### config.mk
export PLATFORM = sky130hd
export DESIGN_NAME = sync_word_frame_port_filter
export DESIGN_NICKNAME = d
export VERILOG_FILES = /design/src/swfpf_pkg.sv /design/src/sync_word_frame_port_filter.sv /design/src/swfpf_framer.sv /design/src/swfpf_out_buf.sv
export SDC_FILE = /design/constraint.sdc
export NUM_CORES = 1
export LEC_CHECK = 0
export BUFFER_PORTS_ARGS = -buffer_cell sky130_fd_sc_hd__buf_2
export CORE_ASPECT_RATIO = 0.5
export CORE_MARGIN = 2
export CORE_UTILIZATION = 25
export CTS_BUF_LIST = sky130_fd_sc_hd__clkbuf_2
export CTS_CLUSTER_SIZE = 28
export DETAILED_ROUTE_END_ITERATION = 10
export GPL_TIMING_DRIVEN = 0
export SLEW_MARGIN = 30
export SYNTH_ARGS = -nofsm -noshare
export SYNTH_HDL_FRONTEND = slang
export SYNTH_SLANG_ARGS = --single-unit
### constraint.sdc
create_clock -name clk_i -period 6.6 [get_ports clk_i]
set_input_delay 1.32 -clock clk_i [delete_from_list [all_inputs] [get_ports clk_i]]
set_output_delay 1.32 -clock clk_i [all_outputs]
set_load 0.02 [all_outputs]
### src/swfpf_pkg.sv
// Shared types, constants and functions for the sync-word frame port filter.
`default_nettype none

package swfpf_pkg;

  localparam int unsigned BYTE_W          = 8;
  localparam int unsigned PORT_W          = 16;
  localparam int unsigned HDR_LEN         = 4;
  localparam int unsigned FRAME_BYTES_DEF = 256;
  localparam int unsigned PORT_OFFSET_DEF = 24;

  localparam logic [BYTE_W-1:0] HDR0 = 8'h11;
  localparam logic [BYTE_W-1:0] HDR1 = 8'h22;
  localparam logic [BYTE_W-1:0] HDR2 = 8'h33;
  localparam logic [BYTE_W-1:0] HDR3 = 8'h44;

  typedef struct packed {
    logic [BYTE_W-1:0] data_byte;
    logic [BYTE_W-1:0] byte_index;
    logic              frame_last;
    logic [PORT_W-1:0] dest_port;
    logic              forward;
  } result_t;

  // Expected header byte at a header position.
  function automatic logic [BYTE_W-1:0] hdr_byte(input logic [1:0] idx);
    logic [BYTE_W-1:0] b;
    case (idx)
      2'd0:    b = HDR0;
      2'd1:    b = HDR1;
      2'd2:    b = HDR2;
      2'd3:    b = HDR3;
      default: b = HDR0;
    endcase
    return b;
  endfunction

  // Ports whose frames are flagged for forwarding.
  function automatic logic port_accepted(input logic [PORT_W-1:0] port);
    return port inside {16'h9002, 16'h7000, 16'h8000,
                        16'h9000, 16'h9100, 16'h9200, 16'h9300,
                        16'h9400, 16'h9500, 16'h9600, 16'h9700,
                        16'h6000, 16'h6100, 16'h6200, 16'h6300, 16'h6400,
                        16'h6600, 16'h6700};
  endfunction

endpackage

`default_nettype wire

### src/sync_word_frame_port_filter.sv
// Top level of the sync-word frame port filter.
`default_nettype none

// Takes one received byte per transaction, hunts for the header 11 22 33 44
// and then emits frame bytes 4 to FRAME_BYTES-1 with their (8-bit) index. A
// wrong header byte restarts the hunt and is not itself retried as a first
// header byte. The little-endian port at PORT_OFFSET/PORT_OFFSET+1 is
// captured; the last byte of the frame carries frame_last, the port and the
// forward flag for the accepted port list. One byte is taken every cycle
// while in_stall_o is low; results are held in a result register backed
// by one skid entry, and in_stall_o rises only when both are occupied.
module sync_word_frame_port_filter #(
  parameter int unsigned FRAME_BYTES = swfpf_pkg::FRAME_BYTES_DEF,
  parameter int unsigned PORT_OFFSET = swfpf_pkg::PORT_OFFSET_DEF
) (
  input  wire logic                          clk_i,
  input  wire logic                          rst_ni,
  input  wire logic                          in_valid_i,
  output logic                               in_stall_o,
  input  wire logic [swfpf_pkg::BYTE_W-1:0]  rx_byte_i,
  output logic                               out_valid_o,
  input  wire logic                          out_stall_i,
  output logic [swfpf_pkg::BYTE_W-1:0]       data_byte_o,
  output logic [swfpf_pkg::BYTE_W-1:0]       byte_index_o,
  output logic                               frame_last_o,
  output logic [swfpf_pkg::PORT_W-1:0]       dest_port_o,
  output logic                               forward_o
);

  logic               accept;
  logic               res_valid;
  logic               buf_full;
  swfpf_pkg::result_t res;
  swfpf_pkg::result_t out_data;

  assign accept     = in_valid_i && !buf_full;
  assign in_stall_o = buf_full;

  swfpf_framer #(
    .FRAME_BYTES (FRAME_BYTES),
    .PORT_OFFSET (PORT_OFFSET)
  ) u_framer (
    .clk_i       (clk_i),
    .rst_ni      (rst_ni),
    .accept_i    (accept),
    .rx_byte_i   (rx_byte_i),
    .res_valid_o (res_valid),
    .res_o       (res)
  );

  swfpf_out_buf u_out_buf (
    .clk_i       (clk_i),
    .rst_ni      (rst_ni),
    .push_i      (res_valid),
    .push_data_i (res),
    .full_o      (buf_full),
    .out_valid_o (out_valid_o),
    .out_stall_i (out_stall_i),
    .out_data_o  (out_data)
  );

  assign data_byte_o  = out_data.data_byte;
  assign byte_index_o = out_data.byte_index;
  assign frame_last_o = out_data.frame_last;
  assign dest_port_o  = out_data.dest_port;
  assign forward_o    = out_data.forward;

  a_stall_needs_output: assert property (@(posedge clk_i) disable iff (!rst_ni)
    in_stall_o |-> out_valid_o)
    else $error("input stalled while result register empty");

  a_last_index: assert property (@(posedge clk_i) disable iff (!rst_ni)
    (out_valid_o && frame_last_o) |-> byte_index_o == 8'(FRAME_BYTES - 1))
    else $error("frame end flagged at wrong index");

  a_forward_on_last: assert property (@(posedge clk_i) disable iff (!rst_ni)
    (out_valid_o && forward_o) |-> frame_last_o)
    else $error("forward raised away from frame end");

  a_port_zero: assert property (@(posedge clk_i) disable iff (!rst_ni)
    (out_valid_o && !frame_last_o) |-> dest_port_o == '0)
    else $error("port shown on a non-final byte");

endmodule

`default_nettype wire

### src/swfpf_framer.sv
// Header hunt, frame position counter, port capture and result formation.
`default_nettype none

module swfpf_framer #(
  parameter int unsigned FRAME_BYTES = swfpf_pkg::FRAME_BYTES_DEF,
  parameter int unsigned PORT_OFFSET = swfpf_pkg::PORT_OFFSET_DEF
) (
  input  wire logic                             clk_i,
  input  wire logic                             rst_ni,
  input  wire logic                             accept_i,
  input  wire logic [swfpf_pkg::BYTE_W-1:0]     rx_byte_i,
  output logic                                  res_valid_o,
  output swfpf_pkg::result_t                    res_o
);

  localparam int unsigned POS_W = $clog2(FRAME_BYTES);

  logic [POS_W-1:0]              pos_q, pos_d;
  logic [swfpf_pkg::PORT_W-1:0]  port_q, port_d;
  logic                          in_header;
  logic                          last;

  assign in_header = pos_q < POS_W'(swfpf_pkg::HDR_LEN);
  assign last      = pos_q == POS_W'(FRAME_BYTES - 1);

  always_comb begin
    port_d = port_q;
    if (!in_header && pos_q == POS_W'(PORT_OFFSET)) begin
      port_d[7:0] = rx_byte_i;
    end else if (!in_header && pos_q == POS_W'(PORT_OFFSET + 1)) begin
      port_d[15:8] = rx_byte_i;
    end
  end

  always_comb begin
    if (in_header) begin
      // drop a wrong header byte without testing it again as a first byte
      pos_d = (rx_byte_i == swfpf_pkg::hdr_byte(pos_q[1:0])) ? pos_q + 1'b1 : '0;
    end else if (last) begin
      pos_d = '0;
    end else begin
      pos_d = pos_q + 1'b1;
    end
  end

  always_ff @(posedge clk_i or negedge rst_ni) begin
    if (!rst_ni) begin
      pos_q  <= '0;
      port_q <= '0;
    end else if (accept_i) begin
      pos_q  <= pos_d;
      port_q <= port_d;
    end
  end

  assign res_valid_o        = accept_i && !in_header;
  assign res_o.data_byte    = rx_byte_i;
  assign res_o.byte_index   = 8'(pos_q);
  assign res_o.frame_last   = last;
  assign res_o.dest_port    = last ? port_d : '0;
  assign res_o.forward      = last && swfpf_pkg::port_accepted(port_d);

endmodule

`default_nettype wire

### src/swfpf_out_buf.sv
// Result register with a skid entry so the input side takes one more result under stall.
`default_nettype none

module swfpf_out_buf (
  input  wire logic               clk_i,
  input  wire logic               rst_ni,
  input  wire logic               push_i,
  input  wire swfpf_pkg::result_t push_data_i,
  output logic                    full_o,
  output logic                    out_valid_o,
  input  wire logic               out_stall_i,
  output swfpf_pkg::result_t      out_data_o
);

  logic               out_valid_q;
  logic               skid_valid_q;
  swfpf_pkg::result_t out_q;
  swfpf_pkg::result_t skid_q;
  logic               pop;

  assign pop = out_valid_q && !out_stall_i;

  always_ff @(posedge clk_i or negedge rst_ni) begin
    if (!rst_ni) begin
      out_valid_q  <= 1'b0;
      skid_valid_q <= 1'b0;
    end else if (skid_valid_q) begin
      // input is stalled: drain the skid entry first
      if (pop) begin
        skid_valid_q <= 1'b0;
      end
    end else if (!out_valid_q || pop) begin
      out_valid_q <= push_i;
    end else if (push_i) begin
      skid_valid_q <= 1'b1;
    end
  end

  always_ff @(posedge clk_i) begin
    if (skid_valid_q) begin
      if (pop) begin
        out_q <= skid_q;
      end
    end else if (!out_valid_q || pop) begin
      out_q <= push_data_i;
    end else if (push_i) begin
      skid_q <= push_data_i;
    end
  end

  assign full_o      = skid_valid_q;
  assign out_valid_o = out_valid_q;
  assign out_data_o  = out_q;

endmodule

`default_nettype wire
==> results of run 1 <==
-- report_power, final --
group	switching (uW)	total (uW)	internal (uW)
clock	190	279	88.4
sequential	5.96	642	636
combinational	30.3	49.9	19.6
-- stage by stage --
stage                     cell area, um2  instances  total power [uW]
after detailed placement            4865        599             703.9
after global placement              4793        596             702.7
after CTS                           4976        615             985.2
after floorplan                     4274        322             683.2
after global routing                4976        615              1015
final                               4976        615             970.3
-- area by class of cell --
class	count	area, um2	area share, %
Sequential cell	94	2693	54.11
Multi-Input combinational cell	201	1434	28.82
Timing Repair Buffer	50	292.8	5.884
Tap cell	227	284.0	5.708
Buffer	23	146.4	2.942
Clock inverter	6	61.31	1.232
Clock buffer	10	50.05	1.006
Inverter	4	15.01	0.3017
-- cell usage in the layout (no fill, tap or decap), types with 4 or more instances in the layout --
cell / count
edfxtp_1: 68
buf_2: 48
nand2_1: 30
mux2_2: 29
nor2_1: 28
dfrtp_1: 26
mux2i_1: 17
o31ai_1: 17
clkbuf_1: 14
o21ai_0: 11
clkbuf_2: 10
nand4_1: 5
nor3_1: 5
nand3_1: 4
inv_1: 4
or3_1: 4
xnor2_1: 4
-- per-layer routing --
layer,vias up,GRT usage [%]
li1,1318,-
met1,1389,13.59
met2,59,18.35
met3,2,2.781
met4,0,3.841
met5,-,0
-- flip-flops by register name (all words and copies together), names as in the netlist --
| register | flops |
|---|---|
| u_framer.pos_q | 8 |
| u_out_buf.skid_q | 34 |
| u_out_buf.out_data_o | 34 |
| u_out_buf.out_valid_o | 1 |
| u_framer.port_q | 16 |
| u_out_buf.full_o | 1 |
-- cells by family after synthesis --
family	share of synthesized area, %
compound gates	7.026
xor+xnor	1.025
fa+ha+maj	0.8783
buf+inv	3.776
flops	63.00
mux	11.86
simple gates	12.44
-- worst register-to-register path, cell delays in order, from the launching register on --
cell and delay, ns:
dfrtp_1 0.52, or4_1 0.55, buf_6 0.17, or3_1 0.34
and2_2 0.20, and3_2 0.37, buf_16 0.23
-- path summary, 6_finish.rpt --
kind                                               startpoint                        endpoint  slack (ns)  depth (start not counted)
worst max-delay path                             rx_byte_i[1]   u_framer.pos_q[0]$_DFFE_PN0P_        3.89                          8
worst min-delay path            u_framer.pos_q[3]$_DFFE_PN0P_  u_out_buf.skid_q[21]$_DFFE_PP_        0.52                          0
min in group asynchronous                              rst_ni   u_framer.pos_q[0]$_DFFE_PN0P_        0.75                          1
max in group asynchronous                              rst_ni   u_framer.pos_q[1]$_DFFE_PN0P_        5.42                          1
worst max register to register  u_framer.pos_q[2]$_DFFE_PN0P_   u_out_buf.skid_q[7]$_DFFE_PP_        3.97                          6
worst min register to register  u_framer.pos_q[3]$_DFFE_PN0P_  u_out_buf.skid_q[21]$_DFFE_PP_        0.52                          0
==> metrics.md, run 1 <==
| Metric | Value |
|---|---|
| Status | `finished, final reports clean` |
| Top cells by area, synth | `edfxtp_1 (48%), dfrtp_1 (15%), mux2_2 (7.6%)` |
| Clock skew | `0.02607 ns` |
| # diodes | `0` |
| Leading register cell type out of synthesis | `edfxtp_1` |
| H-tree depth | `3` |
| Relative slew slack | `45.60%` |
| Crit start category | `input port` |
| Post-synth EDFFs | `68` |
| Critical path buffers and inverters | `2` |
| Total number of vias | `between 2000 and 3000` |
| Drt wl/cell | `roughly 15 um` |
| Top layer in use | `met4` |
| Fin Hold WS | `0.5172 ns` |
| Max-Cap Viols | `0` |
| Wirelength, routed | `9.328 mm` |
| CP endpoint kind | `flop` |
| First-pass GRT wire length | `15.08 mm` |
| Met2 wire len | `4.446 mm` |
| Yosys cell types | `slightly below 50` |
| Leading cell types by count after synthesis | `edfxtp_1 (68), nand2_1 (30), mux2_2 (29), nor2_1 (28), dfrtp_1 (26)` |
| Cell Area, Synth | `4274 um2` |
| Final core occ | `between 30% and 40%` |
| Finish-stage setup viols | `0` |
| Final Max Slew Viols | `0` |
| Post-DRT Antenna Nets | `0` |
| Post-synth top area share | `47.78%` |
| Router iterations before antenna repair | `4` |
| Synth async-reset ratio | `27.66%` |
| Largest net degree at the start of global routing | `27` |
| FILL cells | `1686` |
| Peak supply drop | `~0.000072 V` |
| Clk buf depth | `2` |
| Initial antenna violation count | `0` |
| Required @ worst endpoint | `approximately 7.1 ns` |
| Hold_buf cts | `0` |
| Fin Setup TNS | `0 ns` |
| Leak | `0.001909 uW` |
| Tmin final | `2.710 ns` |
| Clock root cell | `clkbuf_2` |
| Hold Vio Cnt, Final | `0` |
| Max Freq | `369.1 MHz` |
| Placer Congestion | `about 0.79` |
| Post-CTS Setup Repair Bufs | `0` |
| RSZ-0062 raised after global routing | `false` |
| Post-DP HPWL | `between 6 and 7 mm` |
| CTS tree | `yes` |
| Cell Chain, Critical Path | `buf_2 > clkbuf_1 > or3_1 > a211oi_1 > a31oi_1 > or2_1 > or3_1 > o21ai_0` |
| Pwr Density | `195.0 nW/um2` |
| DR DRC count | `0` |
| Ys Warns | `0` |
| Metal3 WL | `411 um` |
| Syn Area/Cell | `13.27 um2` |
| Initial cell density of the core | `25.81%` |
| Met1 WL | `roughly 4.4 mm` |
| Worst path top cell family by delay | `simple AND/OR/NAND/NOR gates` |
| # IOs | `48` |
| CORE AREA | `16560 um2` |
| Vias per cell | `4.501` |
| Initial DRC count | `163` |
| Yosys top cell by area | `edfxtp_1` |
| CP max-delay cell | `or3_1` |
| Synth-to-layout area growth | `16.42%` |
| Crit path DAT | `3.21 ns` |
| Cell count after synthesis | `roughly 320` |
| Worst-Skew Late Latency | `0.55 ns` |
| Clock slew at reported path FFs | `0.25 ns` |
| Period utilization | `41.05%` |
| Total track usage | `10.82%` |
| Nets | `398` |
| Number of port buffers | `47` |
| Number of global-route vias before repair | `2790` |
| Sequential-to-total area share from yosys stat | `63.00%` |
| # clock sinks | `94` |
| Rows | `33` |
| Die width | `around 190 um` |
| Worst-path fanout max | `10` |
| WS Path Type | `input port to flop` |
| Syn_nets | `337` |
| Final worst setup slack | `3.890 ns` |
| Most used cell, CP | `or3_1` |
| Die height | `96.46 um` |
| Max incr delay on CP | `around 0.43 ns` |
| Share of layout cells above drive strength 1 | `28.87%` |
| CTS Buf Count | `9` |
| #FFs+latches synth | `94` |
| Dpl ws | `3.338 ns` |
| Die ar. | `18220 um2` |
| Post-cts sizing count | `0` |
| Hold Crit Class | `flop to flop` |
| Cell with the most instances after synthesis | `edfxtp_1` |
| Slew @ Worst Pin | `around 0.8 ns` |
| Total grt overflow | `0` |
Power figures use the tool's default switching activity.
==> inputs of run 2 (changes only) <==
- ABC_AREA: default -> 1
- clock period: 6.6 -> 2.51 ns (I/O delays scaled with it)
==> metrics.md, run 2 <==
| Metric | Value |
|---|---|
| Finish-stage setup viols | `0 (unchanged)` |
| Leading register cell type out of synthesis | `edfxtp_1 (unchanged)` |
| Leak | `0.002104 uW (was 0.001909 uW)` |
| CORE AREA | `16520 um2 (was 16560 um2)` |
| Total track usage | `11.93% (was 10.82%)` |
| Initial cell density of the core | `25.73% (was 25.81%)` |
| CTS Buf Count | `9 (unchanged)` |
| Synth Area in Adders | `0.8831% (was 0.8782%)` |
| Cell Area, Synth | `4250 um2 (was 4274 um2)` |
| Commonest non-fill, non-tap cell in the layout | `nand2_1 (was edfxtp_1)` |
| Die width | `188.4 um (was 188.9 um)` |
| Syn_nets | `443 (was 337)` |
| Status | `finished, final reports clean (unchanged)` |
| Crit start category | `flop (was input port)` |
| Router iterations before antenna repair | `4 (unchanged)` |
| Initial antenna violation count | `2 (was 0)` |
| Required @ worst endpoint | `2.74 ns (was 7.10 ns)` |
| Nets | `505 (was 398)` |
| Synth async-reset ratio | `27.66% (unchanged)` |
| #FFs+latches synth | `94 (unchanged)` |
| Max Freq | `414.7 MHz` |
| WS Path Type | `flop to flop (was input port to flop)` |
| Largest family of logic cells by synthesized area | `simple AND/OR/NAND/NOR gates (unchanged)` |
| Sequential-to-total area share from yosys stat | `63.35% (was 63.00%)` |
| Mux cell area share after synthesis | `0% (was 11.86%)` |
| Max incr delay on CP | `0.50 ns (was 0.43 ns)` |
| Wirelength, routed | `10.23 mm (was 9.328 mm)` |
| Slew @ Worst Pin | `0.6775 ns (was 0.8159 ns)` |
| Clock root cell | `clkbuf_2 (unchanged)` |
| Worst-path fanout max | `17 (was 10)` |
| Vias per cell | `4.313 (was 4.501)` |
| Highest-count cells in the layout ignoring fill and taps | `nand2_1 (134), edfxtp_1 (68), o21ai_0 (50) (was edfxtp_1 (68), buf_2 (48), nand2_1 (30))` |
| Drt wl/cell | `14.15 um (was 15.17 um)` |
| Clock skew | `0.02295 ns (was 0.02607 ns)` |
| Initial DRC count | `234 (was 163)` |
| Die height | `96.20 um (was 96.46 um)` |
| Total number of vias | `3118 (was 2768)` |
| Clock slew at reported path FFs | `0.24 ns (was 0.25 ns)` |
| Final worst setup slack | `0.09865 ns (was 3.890 ns)` |
| # clock sinks | `94 (unchanged)` |
| Dpl ws | `-0.1565 ns (was 3.338 ns)` |
| First-pass GRT wire length | `16.49 mm (was 15.08 mm)` |
| Peak supply drop | `0.0002111 V (was 0.00007226 V)` |
| Clk buf depth | `2 (unchanged)` |
| Pwr Density | `508.9 nW/um2 (was 195.0 nW/um2)` |
| Ys Warns | `0 (unchanged)` |
| Number of global-route vias before repair | `3158 (was 2790)` |
| Placer Congestion | `0.8886 (was 0.7907)` |
| Worst path top cell family by delay | `simple AND/OR/NAND/NOR gates (unchanged)` |
| # IOs | `48 (unchanged)` |
| Synth Area in XOR/XNOR | `0.6182% (was 1.025%)` |
| Post-DP HPWL | `7.128 mm (was 6.564 mm)` |
| Tmin final | `between 2 and 2.5 ns` |
| Final core occ | `30.21% (was 30.05%)` |
| Simple logic cell fraction of the synthesized area | `22.23% (was 12.44%)` |
| Yosys cell types | `32 (was 49)` |
| Rows | `33 (unchanged)` |
| H-tree depth | `3 (unchanged)` |
| Max-Cap Viols | `0 (unchanged)` |
| Largest net degree at the start of global routing | `27 (unchanged)` |
| Post-synth EDFFs | `68 (unchanged)` |
| Worst-Skew Late Latency | `0.57 ns (was 0.55 ns)` |
| Post-DRT Antenna Nets | `0 (unchanged)` |
| Die ar. | `18120 um2 (was 18220 um2)` |
| Total grt overflow | `0 (unchanged)` |
| Period utilization | `96.07%` |
| Cell with the most instances after synthesis | `nand2_1 (was edfxtp_1)` |
| RSZ-0062 raised after global routing | `false (unchanged)` |
| DR DRC count | `0 (unchanged)` |
| Share of layout cells above drive strength 1 | `18.59% (was 28.87%)` |
| Hold Vio Cnt, Final | `0 (unchanged)` |
| Post-synth top area share | `48.04% (was 47.78%)` |
| Syn Area/Cell | `9.931 um2 (was 13.27 um2)` |
| Final Max Slew Viols | `0 (unchanged)` |
| Yosys top cell by area | `edfxtp_1 (unchanged)` |
| Number of port buffers | `47 (unchanged)` |
| Critical path buffers and inverters | `2 (unchanged)` |
| CTS tree | `yes (unchanged)` |
| Cell count after synthesis | `428 (was 322)` |
| Top cells by area, synth | `edfxtp_1 (48%), dfrtp_1 (15%), nand2_1 (12%) (was edfxtp_1 (48%), dfrtp_1 (15%), mux2_2 (7.6%))` |
| Leading cell types by count after synthesis | `nand2_1 (134), edfxtp_1 (68), o21ai_0 (51), inv_1 (37), nor2_1 (33) (was edfxtp_1 (68), nand2_1 (30), mux2_2 (29), nor2_1 (28), dfrtp_1 (26))` |
| Hold Crit Class | `input port to flop (was flop to flop)` |
| Crit path DAT | `2.64 ns (was 3.21 ns)` |
| Synth Area in Compound Gates | `7.183% (was 7.026%)` |
| CP max-delay cell | `nor2_4 (was or3_1)` |
| Relative slew slack | `54.83% (was 45.60%)` |
| Cell Chain, Critical Path | `clkbuf_1 > inv_1 > nand2_1 > or2_2 > nor2_4 (was buf_2 > clkbuf_1 > or3_1 > a211oi_1 > a31oi_1 > or2_1 > or3_1 > o21ai_0)` |
| Synth-to-layout area growth | `17.40% (was 16.42%)` |
| CP endpoint kind | `flop (unchanged)` |
==> run 2: final cells by class <==
| class | count | area (um2) |
|---|---|---|
| clock buffer | 11 | 55.05 |
| sequential | 94 | 2694 |
| antenna | 1 | 2.502 |
| multi-input combinational | 276 | 1334 |
| clock inverter | 5 | 83.83 |
| timing repair buffer | 50 | 292.8 |
| fill | 1735 | 11530 |
| buffer | 16 | 82.58 |
| tap | 227 | 284.0 |
| inverter | 43 | 161.4 |
==> run 2: worst paths after layout <==
path	cells after the start	end	slack (ns)	startpoint
max in group asynchronous	2	u_framer.pos_q[0]$_DFFE_PN0P_	1.57	rst_ni
worst min register to register	0	u_out_buf.skid_q[21]$_DFFE_PP_	0.49	u_framer.pos_q[3]$_DFFE_PN0P_
worst max register to register	5	u_out_buf.skid_q[18]$_DFFE_PP_	0.1	u_out_buf.full_o$_DFF_PN0_
min in group asynchronous	2	u_framer.port_q[5]$_DFFE_PN0P_	0.46	rst_ni
worst max-delay path	5	u_out_buf.skid_q[18]$_DFFE_PP_	0.1	u_out_buf.full_o$_DFF_PN0_
worst min-delay path	1	u_out_buf.skid_q[27]$_DFFE_PP_	0.16	rx_byte_i[1]
==> run 2: kinds of logic after synthesis <==
group / count (synthesis)
AND/OR/NAND/NOR: 210
flip-flops: 94
AO/OA/AOI/OAI: 59
buffers and inverters: 59
XOR/XNOR: 3
adder cells (fa/ha/maj): 3
==> run 2: per-stage QoR <==
stage	hold slack [ns]	cells	cell area [um2]	power (uW)	TNS, ns
CTS	0.1323	721	4966	2567	0
floorplan	0.2064	428	4258	1690	0
finish	0.1624	723	4990	2539	0
detailed placement	0.4479	703	4806	1722	-5.221
global placement	0.4308	702	4777	1722	-2.754
global route	0.1117	722	4987	2627	0
==> run 2: timing repair <==
action	CTS	global route
resized for setup	1	2
hold buffers	1	0
hold endpoints to repair	26	0
pin swaps	0	1
cloned	1	0
endpoints found under the setup margin	34	4
buffers inserted	0	1
==> run 2: report_power, final <==
part / switching [uW] / internal, uW
Sequential: 0 / 1650
Combinational: 30.9 / 9.25
Clock: 510 / 338
Total: 541 / 2000
==> run 2: routing by layer <==
| layer | part of all wire (%) | track usage [%] | vias up |
|---|---|---|---|
| met5 | 0 | 0 | - |
| li1 | - | - | 1546 |
| met3 | 4.8 | 3.427 | 18 |
| met2 | 46 | 19.56 | 85 |
| met4 | 1.9 | 4.622 | 0 |
| met1 | 47 | 15.12 | 1469 |
